**config.mk**
```make
export PLATFORM = sky130hd
export DESIGN_NAME = strip_cluster_eta
export DESIGN_NICKNAME = d
export VERILOG_FILES = /design/src/hw/rtl/sce_pkg.sv /design/src/hw/rtl/sce_ctrl.sv /design/src/hw/rtl/sce_dp.sv /design/src/hw/rtl/strip_cluster_eta.sv
export SDC_FILE = /design/constraint.sdc
export NUM_CORES = 1
export LEC_CHECK = 0
export BUFFER_PORTS_ARGS = -buffer_cell sky130_fd_sc_hd__clkbuf_2
export CAP_MARGIN = 20
export CELL_PAD_IN_SITES_DETAIL_PLACEMENT = 1
export CELL_PAD_IN_SITES_GLOBAL_PLACEMENT = 1
export CORE_ASPECT_RATIO = 1.4
export CORE_MARGIN = 2
export CORE_UTILIZATION = 30
export DETAILED_ROUTE_END_ITERATION = 7
export PLACE_DENSITY_LB_ADDON = 0.1
export SLEW_MARGIN = 20
export SYNTH_ARGS = -nofsm -noshare
export SYNTH_HDL_FRONTEND = slang
export SYNTH_SLANG_ARGS = --single-unit
export TNS_END_PERCENT = 1
```
**constraint.sdc**
```tcl
create_clock -name clk -period 6.8 [get_ports clk]
set_input_delay 0.34 -clock clk [delete_from_list [all_inputs] [get_ports clk]]
set_output_delay 0.34 -clock clk [all_outputs]
set_load 0.005 [all_outputs]
```
**src/hw/rtl/sce_pkg.sv**
```systemverilog
`timescale 1ns / 1ps
package sce_pkg;

  // field widths of the stream payloads
  localparam int SIG_W       = 16;
  localparam int CHAN_W      = 12;
  localparam int ETA_W       = 17;
  localparam int STAT_W      = 2;
  localparam int IN_TDATA_W  = 32;
  localparam int OUT_TDATA_W = 24;

  // defaults for the top level parameters
  localparam int MAX_STRIPS_DEF    = 64;
  localparam int ETA_FRAC_BITS_DEF = 16;

  // result status codes
  localparam logic [STAT_W-1:0] STAT_OK     = 2'd0;
  localparam logic [STAT_W-1:0] STAT_SINGLE = 2'd1;
  localparam logic [STAT_W-1:0] STAT_NONPOS = 2'd2;

  // controller to datapath
  typedef struct packed {
    logic take;      // strip transfer, update cluster tracking
    logic eval;      // pick second strip, set up divide, clear cluster
    logic step;      // one restoring divide step
    logic load_out;  // move finished result into output register
  } dp_cmd_t;

  // datapath to controller
  typedef struct packed {
    logic need_div;  // valid during eval
    logic div_last;  // final divide step
  } dp_sts_t;

endpackage

```
**src/hw/rtl/sce_ctrl.sv**
```systemverilog
`timescale 1ns / 1ps
module sce_ctrl (
  input  logic              clk,
  input  logic              rst_n,
  input  logic              in_tvalid,
  input  logic              in_tlast,
  output logic              in_tready,
  output logic              out_tvalid,
  input  logic              out_tready,
  output sce_pkg::dp_cmd_t  cmd,
  input  sce_pkg::dp_sts_t  sts
);
  import sce_pkg::*;

  typedef enum logic [3:0] {
    S_COLLECT = 4'b0001,
    S_EVAL    = 4'b0010,
    S_DIV     = 4'b0100,
    S_WAIT    = 4'b1000
  } state_t;

  state_t state_r, state_nxt;
  logic   out_valid_r, out_valid_nxt;

  always_comb begin
    state_nxt     = state_r;
    cmd           = '0;
    in_tready     = 1'b0;
    out_valid_nxt = out_valid_r && !out_tready;
    case (state_r)
      S_COLLECT: begin
        in_tready = 1'b1;
        if (in_tvalid) begin
          cmd.take = 1'b1;
          if (in_tlast) state_nxt = S_EVAL;
        end
      end
      S_EVAL: begin
        cmd.eval  = 1'b1;
        state_nxt = sts.need_div ? S_DIV : S_WAIT;
      end
      S_DIV: begin
        cmd.step = 1'b1;
        if (sts.div_last) state_nxt = S_WAIT;
      end
      S_WAIT: begin
        if (!out_valid_r || out_tready) begin
          cmd.load_out  = 1'b1;
          out_valid_nxt = 1'b1;
          state_nxt     = S_COLLECT;
        end
      end
      default: state_nxt = S_COLLECT;
    endcase
  end

  always_ff @(posedge clk) begin
    if (!rst_n) begin
      state_r     <= S_COLLECT;
      out_valid_r <= 1'b0;
    end else begin
      state_r     <= state_nxt;
      out_valid_r <= out_valid_nxt;
    end
  end

  assign out_tvalid = out_valid_r;

endmodule

```
**src/hw/rtl/sce_dp.sv**
```systemverilog
`timescale 1ns / 1ps
module sce_dp #(
  parameter int MAX_STRIPS    = sce_pkg::MAX_STRIPS_DEF,
  parameter int ETA_FRAC_BITS = sce_pkg::ETA_FRAC_BITS_DEF
) (
  input  logic                        clk,
  input  logic                        rst_n,
  input  sce_pkg::dp_cmd_t            cmd,
  output sce_pkg::dp_sts_t            sts,
  input  logic [sce_pkg::SIG_W-1:0]   in_sig,
  input  logic [sce_pkg::CHAN_W-1:0]  in_chan,
  output logic [sce_pkg::ETA_W-1:0]   eta,
  output logic [sce_pkg::STAT_W-1:0]  status
);
  import sce_pkg::*;

  localparam int CNT_W = $clog2(MAX_STRIPS + 1);
  localparam int QW    = ETA_FRAC_BITS + 1;
  localparam int DC_W  = $clog2(ETA_FRAC_BITS);

  // cluster tracking
  logic [CNT_W-1:0]         cnt_r;
  logic signed [SIG_W-1:0]  peak_sig_r, left_sig_r, right_sig_r, prev_sig_r;
  logic [CHAN_W-1:0]        peak_ch_r, left_ch_r, right_ch_r, prev_ch_r;
  logic                     at_first_r, rpend_r, rpres_r;

  // divide and result
  logic [SIG_W-1:0]   rem_r, den_r;
  logic [QW-1:0]      res_r;
  logic [STAT_W-1:0]  rstat_r;
  logic [DC_W-1:0]    dcnt_r;
  logic [ETA_W-1:0]   eta_r;
  logic [STAT_W-1:0]  stat_r;

  logic              sig_pos, sig_gt;
  logic              use_left, single, sum_pos, num_pos, num_ge;
  logic [SIG_W-1:0]  s2, num;
  logic [CHAN_W-1:0] c2;
  logic [SIG_W:0]    sum, sh, sh_diff;
  logic              ge;

  assign sig_pos = !in_sig[SIG_W-1] && (in_sig != '0);
  assign sig_gt  = $signed(in_sig) > peak_sig_r;

  // second strip choice and sum
  always_comb begin
    if (at_first_r)    use_left = 1'b0;
    else if (!rpres_r) use_left = 1'b1;
    else               use_left = left_sig_r > right_sig_r;
    s2      = use_left ? left_sig_r : right_sig_r;
    c2      = use_left ? left_ch_r  : right_ch_r;
    sum     = {peak_sig_r[SIG_W-1], peak_sig_r} + {s2[SIG_W-1], s2};
    num     = (peak_ch_r > c2) ? peak_sig_r : s2;
    single  = cnt_r == CNT_W'(1);
    sum_pos = !sum[SIG_W] && (sum != '0);
    num_pos = !num[SIG_W-1] && (num != '0);
    num_ge  = num >= sum[SIG_W-1:0];
  end

  assign sts.need_div = !single && sum_pos && num_pos && !num_ge;
  assign sts.div_last = dcnt_r == DC_W'(ETA_FRAC_BITS - 1);

  // restoring divide step, remainder always below the divisor
  assign sh      = {rem_r, 1'b0};
  assign sh_diff = sh - {1'b0, den_r};
  assign ge      = sh >= {1'b0, den_r};

  always_ff @(posedge clk) begin
    if (!rst_n || cmd.eval) begin
      cnt_r       <= '0;
      peak_sig_r  <= '0;
      peak_ch_r   <= '0;
      at_first_r  <= 1'b1;
      left_sig_r  <= '0;
      left_ch_r   <= '0;
      right_sig_r <= '0;
      right_ch_r  <= '0;
      rpend_r     <= 1'b0;
      rpres_r     <= 1'b0;
      prev_sig_r  <= '0;
      prev_ch_r   <= '0;
    end else if (cmd.take) begin
      if (cnt_r == '0) begin
        peak_ch_r  <= in_chan;
        if (sig_pos) peak_sig_r <= in_sig;
        at_first_r <= 1'b1;
        rpend_r    <= 1'b1;
        rpres_r    <= 1'b0;
      end else if (sig_gt) begin
        peak_sig_r <= in_sig;
        peak_ch_r  <= in_chan;
        at_first_r <= 1'b0;
        left_sig_r <= prev_sig_r;
        left_ch_r  <= prev_ch_r;
        rpend_r    <= 1'b1;
        rpres_r    <= 1'b0;
      end else if (rpend_r) begin
        right_sig_r <= in_sig;
        right_ch_r  <= in_chan;
        rpres_r     <= 1'b1;
        rpend_r     <= 1'b0;
      end
      prev_sig_r <= in_sig;
      prev_ch_r  <= in_chan;
      if (cnt_r < CNT_W'(MAX_STRIPS)) cnt_r <= cnt_r + CNT_W'(1);
    end
  end

  always_ff @(posedge clk) begin
    if (cmd.eval) begin
      rem_r  <= num;
      den_r  <= sum[SIG_W-1:0];
      dcnt_r <= '0;
      if (single) begin
        res_r   <= '0;
        rstat_r <= STAT_SINGLE;
      end else if (!sum_pos) begin
        res_r   <= '0;
        rstat_r <= STAT_NONPOS;
      end else begin
        rstat_r <= STAT_OK;
        if (num_pos && num_ge) res_r <= {1'b1, {ETA_FRAC_BITS{1'b0}}};
        else                   res_r <= '0;
      end
    end else if (cmd.step) begin
      rem_r  <= ge ? sh_diff[SIG_W-1:0] : sh[SIG_W-1:0];
      res_r  <= {res_r[QW-2:0], ge};
      dcnt_r <= dcnt_r + DC_W'(1);
    end
    if (cmd.load_out) begin
      eta_r  <= ETA_W'(res_r);
      stat_r <= rstat_r;
    end
  end

  assign eta    = eta_r;
  assign status = stat_r;

endmodule

```
**src/hw/rtl/strip_cluster_eta.sv**
```systemverilog
`timescale 1ns / 1ps
// channel | dir | tdata (low bit up)                    | tuser       | tlast
// in_     | in  | strip_signal[15:0], strip_channel[27:16] | -         | last_strip
// out_    | out | eta_fraction[16:0]                    | eta_status  | -
//
// strips are taken one per cycle while collecting; the strip marked last is
// followed by an evaluate state, the divide steps (only when a true fraction is
// needed) and the load of the output register, which waits while an earlier
// result is still stalled; the divide uses the bit-per-cycle restoring divider
// reset (rst_n low, synchronous) empties the output register and the cluster
// a stalled result waits in the output register; strips of the next cluster
// are taken meanwhile, only the next result waits for it to be transferred
module strip_cluster_eta #(
  parameter int MAX_STRIPS    = sce_pkg::MAX_STRIPS_DEF,
  parameter int ETA_FRAC_BITS = sce_pkg::ETA_FRAC_BITS_DEF
) (
  input  logic                             clk,
  input  logic                             rst_n,
  // strip_signal [15:0], strip_channel [27:16], zero fill above
  input  logic [sce_pkg::IN_TDATA_W-1:0]   in_tdata,
  input  logic                             in_tlast,   // last_strip
  input  logic                             in_tvalid,
  output logic                             in_tready,
  // eta_fraction [16:0], zero fill above
  output logic [sce_pkg::OUT_TDATA_W-1:0]  out_tdata,
  // eta_status [1:0]
  output logic [sce_pkg::STAT_W-1:0]       out_tuser,
  output logic                             out_tvalid,
  input  logic                             out_tready
);
  import sce_pkg::*;

  dp_cmd_t           cmd;
  dp_sts_t           sts;
  logic [ETA_W-1:0]  eta;

  // sequencing of collect, evaluate, divide and output load
  sce_ctrl u_ctrl (
    .clk        (clk),
    .rst_n      (rst_n),
    .in_tvalid  (in_tvalid),
    .in_tlast   (in_tlast),
    .in_tready  (in_tready),
    .out_tvalid (out_tvalid),
    .out_tready (out_tready),
    .cmd        (cmd),
    .sts        (sts)
  );

  // peak and neighbor tracking, divider and output register
  sce_dp #(
    .MAX_STRIPS    (MAX_STRIPS),
    .ETA_FRAC_BITS (ETA_FRAC_BITS)
  ) u_dp (
    .clk     (clk),
    .rst_n   (rst_n),
    .cmd     (cmd),
    .sts     (sts),
    .in_sig  (in_tdata[SIG_W-1:0]),
    .in_chan (in_tdata[SIG_W+CHAN_W-1:SIG_W]),
    .eta     (eta),
    .status  (out_tuser)
  );

  assign out_tdata = OUT_TDATA_W'(eta);

  // a last strip transfer always stops intake while the result is built
  a_last_stops: assert property (@(posedge clk) disable iff (!rst_n)
    in_tvalid && in_tready && in_tlast |=> !in_tready)
    else $error("intake not stopped after last strip");

  // any error status carries a zero fraction
  a_err_zero: assert property (@(posedge clk) disable iff (!rst_n)
    out_tvalid && (out_tuser != STAT_OK) |-> (out_tdata == '0))
    else $error("nonzero eta with error status");

  // a new result is loaded only from the wait state, never during intake
  a_load_no_intake: assert property (@(posedge clk) disable iff (!rst_n)
    $rose(out_tvalid) |-> $past(!in_tready))
    else $error("result loaded while taking strips");

endmodule
```
======== Word-level counts from Yosys, hierarchy flattened ========
Cells that the tools add are included.
word-level totals
  register bits after elaboration ......... 201
  input port bits ......................... 37
  output and inout bits ................... 28
  logic and storage cells ................. 117
cells by class
  add/subtract/negate cells ............... 4
  order comparisons ....................... 6
  equal/unequal tests ..................... 11
  multiplexer cells ....................... 41
  bitwise operators ....................... 2
  reductions and logical operators ........ 32
operators with widths
  cell                 number
  $mux 16              8
  $mux 17              5
  $mux 12              3
  $gt 16x16->1         2
  $reduce_bool 16->1   2
  $mux 4               5
  $mux 1               18
  $add 16x16->17       1
  $ge 17x16->1         1
  $reduce_bool 17->1   1
  $ge 16x16->1         1
  $pmux 4 s4           1
  $sub 16x16->16       1
  $gt 12x12->1         1
  $eq 4x4->1 const B   2
  $logic_and 1x1->1    8
  $logic_not 1->1      8
  $reduce_and 4->1     2
  $add 7x1->7 const B  1
  $eq 7x1->1 const B   1
  $logic_not 7->1      1
  $lt 7x7->1 const B   1
  $ne 2x2->1 const B   3
  $reduce_and 2->1     3
  11 further kinds     16

======== Longest topological paths before layout ========
  depth after elaboration ................. 13
  gate-level depth with buffers ........... 28
  depth with buffers taken out ............ 25

======== Cells and area by module ========
From an unflattened synthesis, not the netlist that was laid out.
unflattened totals
  cell total of the unflattened synthesis .. 1158
  area total of the unflattened synthesis .. 11200.7 um^2
by module, submodules not included
  module             instances  cells an instance  area each (um^2)  seq. area each (um^2)
  sce_dp             1          1117               10825.4           4624.4
  sce_ctrl           1          33                 319.1             100.1
  strip_cluster_eta  1          8                  56.3              0.0

======== Worst setup path after synthesis ========
OpenSTA, ideal clock, no wires.
  path type ............................... register to register
  start ................................... reg u_dp.right_sig_r[7]
  end ..................................... reg u_ctrl.state_r[3]
  library setup time ...................... 0.122 ns
  arrival ................................. 6.249 ns
  data required time ...................... 6.678 ns
  slack ................................... 0.430 ns
  cell stages (with the launch flop) ...... 29
  path buffers ............................ 4
  clock period less this slack ............ 6.370 ns
  cells stage by stage .................... dfxtp_1 -> inv_1 -> ha_1 -> nand4_1 -> nor2_1 -> a21boi_0 -> o31ai_1 -> a31oi_1 -> clkbuf_1 -> clkbuf_1 -> mux2i_1 -> ha_1 -> nand2_1 -> o211ai_1 -> o31ai_1 -> a21oi_1 -> clkbuf_1 -> clkbuf_1 -> mux2_2 -> ha_1 -> a21o_1 -> a21o_1 -> a21o_1 -> a21o_1 -> a21oi_1 -> o221ai_1 -> a31oi_1 -> nand4b_4 -> o311a_1
on the way
  longest elaborated chain between the ends .. 12
  elaborated cells between the ends (all ways) .. 21
  classes of those cells .................. 1 x add/sub; 3 x order compare; 7 x mux; 10 x reduce/logical
RTL lines
  what                                                                    RTL line        text
  start, declared                                                         sce_dp.sv:23    logic signed [SIG_W-1:0] peak_sig_r, left_sig_r, right_sig_r, prev_sig_r;
  start signal, assigned                                                  sce_dp.sv:98    right_sig_r <= in_sig;
  parallel branches: the longest is 9 deep, another holds $add 16x16->17  -
  $logic_and 1x1->1 (*)                                                   sce_dp.sv:60    assign sts.need_div = !single && sum_pos && num_pos && !num_ge;
  $mux 4 (*)                                                              sce_ctrl.sv:40  state_nxt = sts.need_div ? S_DIV : S_WAIT;
  $pmux 4 s4 (*)                                                          sce_ctrl.sv:30  case (state_r)
  end signal, assigned                                                    sce_ctrl.sv:62  state_r <= state_nxt;
  end, declared                                                           sce_ctrl.sv:22  state_t state_r, state_nxt;
Every way passes the cells marked *.
A chain may end at the register's enable or synchronous reset.

======== Worst setup path after layout ========
  start ................................... reg u_dp.right_sig_r[1]
  end ..................................... reg u_ctrl.state_r[3]
The elaborated chain is that of the path after synthesis.

==> flow_metrics.py <==
metrics = {
    "critical_path": {
        "crit_path_end_kind": "flop",
        "required_ns": 7.21,
        "reg2reg_slack_ns": 0.40,
        "reg2reg_to": "u_ctrl.state_r[3]",
        "path_max_fanout": 6,
        "r2r_cells": 25,
        "setup.worst_path.start": "u_dp.right_sig_r[1]",
        "r2r_start": "u_dp.right_sig_r[1]",
        "cp_common_cell": "a21o_1",
        "worst_setup_path_start_kind": "flop",
        "cpMaxStageDelayCell": "o31ai_1",
        "slowest_delay_ns": 0.46,
        "worst_ep_arrival_time_ns": 6.81,
        "endpoint": "u_ctrl.state_r[3]",
        "worst-setup-path-type": "flop to flop",
    },
    "place": {
        "placedInstanceArea_um2": 12300,
        "dp_cells": 1738,
        "gp_congestion": 0.786,
        "post-dp-hpwl_mm": 23.7,
        "port_buffers": 53,
    },
    "layout": {
        "final-instance-count-excl-fill": 1783,
        "postLayoutCellArea_um2": 13100,
        "antenna_cells": 0,
        "nets": 1428,
        "area_growth_pct": 14.8,
        "drive_gt1_share_pct": 14.0,
    },
    "sta": {
        "setup_viol": 0,
        "min_period_ns": 6.40,
        "rsz0062_at_grt": "false",
        "skew_ns": 0.0160,
        "finalHoldViolCount": 0,
        "timing.setup.tns_ns": 0,
        "max_slew_margin_pct": 28.0,
        "slew_violations": 0,
        "max_freq_mhz": 156,
        "finalCritPeriodShare_pct": 94.1,
        "max_slew.worst_pin.slew_ns": 1.08,
    },
    "synthesis": {
        "syn_area_um2": 11400,
        "synth_edf_count": 70,
        "yosysSeqAreaShare_pct": 41.4,
        "synth_warnings": 0,
        "avgSynthCellArea_um2": 9.27,
        "yosys_register_bits": 201,
        "ys_async_sr_fraction_pct": 0,
        "synth_cells": 1231,
        "ys_types": 67,
        "synth_flop_cell": "dfxtp_1",
    },
    "route": {
        "drt_iter0_markers": 272,
        "first_pass_iters": 6,
        "num_vias": 8824,
        "wl_per_cell_um": 17.7,
        "route.detailed.drc": 0,
        "avgViaCountPerCell": 4.95,
        "wl_mm": 31.6,
        "drtAntennaViolNets": 0,
    },
    "global_routing": {
        "grt_pass1_vias": 9270,
        "grtUsageTotal_pct": 16.0,
        "antenna_found_initial": 0,
        "grt_max_degree": 86,
        "grt_overflow": 0,
        "grt_pass1_wl_mm": 50.4,
    },
    "cts": {
        "cts_buffers": 23,
        "clock_latency_ns": 0.53,
        "path_clk_slew_ns": 0.07,
        "cts_sinks": 201,
        "cts_buffer_depth": 3,
        "h-tree-depth": 1,
        "hold_buffers": 0,
        "cts_tree": "built",
        "cts_root_buf": "clkbuf_16",
    },
    "hold_path": {
        "min_from": "in_tdata[22]",
        "min_path_type": "input pin to flop",
    },
    "pwr": {
        "leakagePower_nw": 5.46,
        "power.density_nw_per_um2": 235,
        "max-vdd-ir-drop_mv": 0.194,
    },
    "run": {
        "cap_violations": 0,
    },
    "run_status": {
        "status": "complete, no violations",
    },
    "floorplan": {
        "start_util_pct": 30.4,
        "dieArea_um2": 39600,
        "rows": 84,
        "die_x_um": 169,
        "core_area_um2": 37500,
        "ios": 65,
        "die_h_um": 235,
    },
}
## worst max-delay path: cells and delay by family, from the launching register on
family / cells / cell delay (ns)
compound gates: 14 / 3.35
simple gates: 4 / 1.06
fa+ha+maj: 3 / 0.84
buf+inv: 3 / 0.38
flops: 1 / 0.34
mux: 1 / 0.29
## what timing repair did
item                                    in CTS  in global routing
endpoints found under the setup margin       0                  2
buffers inserted                             0                  4
resized for setup                            0                  3
## cells in the final DEF, fill, tap and decap left out, types with 13 or more instances in the layout
master / count
xor2_1: 15
buf_4: 34
nor4_1: 15
mux2_2: 34
a21o_1: 21
mux2i_1: 101
ha_1: 95
nor3_1: 13
nor2_1: 52
dfxtp_1: 131
clkbuf_16: 23
a21oi_1: 86
nand2_1: 248
and2_1: 18
o21ai_0: 25
edfxtp_1: 70
clkbuf_2: 53
inv_1: 81
nand4_1: 18
## cells in the mapped netlist, types with 3 or more instances
cell      instances  share of area, %
nor4_1           15              0.82
nand4_1          18              0.99
and4_1            3              0.23
nor4b_1           3              0.23
o21bai_1          5              0.33
clkbuf_1         40               1.3
nor2_1           52               1.7
and3_1            4              0.22
or3_1             4              0.22
a31oi_1           5              0.27
o21a_1           10              0.66
nand3_1          12              0.53
or2_2             5              0.27
buf_2             8              0.35
buf_4             7              0.46
o211ai_1          6              0.39
mux2_2           34               3.4
a21o_1           21               1.4
xnor2_1          12              0.92
ha_1             95                10
a211o_1           5              0.38
o31ai_1           8              0.53
a211oi_1          9              0.59
mux2i_1         101               8.9
a21boi_0          4              0.26
and2_1           18              0.99
o21ai_0          25               1.1
a21oi_1          89               3.9
inv_1            81               2.7
nor2b_1           9              0.49
nor3_1           14              0.61
nand2_1         248               8.2
dfxtp_1         131                23
xor2_1           15               1.2
edfxtp_1         70                18
## cell families after synthesis
logic type               Yosys count  share of synthesized area [%]
AO/OA/AOI/OAI                    209                           11.7
XOR/XNOR                          27                           2.07
adder cells (fa/ha/maj)           97                           10.8
buffers and inverters            138                           4.86
flip-flops                       201                           41.4
multiplexers                     135                           12.2
other                              1                         0.0329
AND/OR/NAND/NOR                  423                           16.9
## flip-flops by register name, summed over array words and instances, names as in the netlist
name,cells
u_dp.eta,17
u_dp.res_r,17
u_dp.den_r,16
u_dp.left_sig_r,16
u_dp.peak_sig_r,16
u_dp.prev_sig_r,16
u_dp.rem_r,16
u_dp.right_sig_r,16
u_dp.left_ch_r,12
u_dp.peak_ch_r,12
u_dp.prev_ch_r,12
u_dp.right_ch_r,12
u_dp.cnt_r,7
u_ctrl.state_r,4
u_dp.dcnt_r,4
u_dp.rstat_r,2
u_dp.status,2
u_ctrl.out_tvalid,1
u_dp.at_first_r,1
u_dp.rpend_r,1
u_dp.rpres_r,1
## per-layer routing
layer / GRT usage [%] / share of wire (%)
met5: 0 / 0
met2: 31.0 / 54
met3: 2.05 / 2.4
met4: 3.66 / 1.7
met1: 18.4 / 42
## worst min-delay path by stage
stage                             end  slack [ns]  cells after the start
detailed placement     u_dp.status[0]        0.41                      0
global route        u_dp.prev_ch_r[9]        0.04                      3
finish              u_dp.prev_ch_r[6]        0.04                      3
global placement       u_dp.status[1]        0.40                      0
floorplan                u_dp.eta[16]        0.40                      0
CTS                 u_dp.prev_ch_r[6]        0.02                      3
## stage by stage
| step | hold WS, ns | power [mW] | utilization, % | worst slack, ns |
|---|---|---|---|---|
| global route | 0.0393 | 3.24 | 34.9 | 0.0291 |
| global placement | 0.404 | 1.91 | 32.9 | 0.291 |
| detailed placement | 0.407 | 1.92 | 32.9 | 0.149 |
| floorplan | 0.400 | 1.72 | - | 0.430 |
| CTS | 0.0205 | 3.12 | 34.8 | 0.0999 |
| finish | 0.0435 | 3.08 | 34.9 | 0.398 |
## final cells by class
class	count	area (µm²)
Clock buffer	31	656
Clock inverter	10	55.1
Sequential cell	201	4720
Fill cell	4324	24400
Inverter	82	308
Timing Repair Buffer	88	541
Multi-Input combinational cell	898	6220
Tap cell	473	592
## where the power goes
part	switching [mW]	total (mW)	internal, mW
Clock	0.512	1.19	0.673
Sequential	0.0327	1.31	1.28
Combinational	0.340	0.578	0.238
Total	0.885	3.08	2.19
No activity file was read; power rests on OpenSTA's default activity.
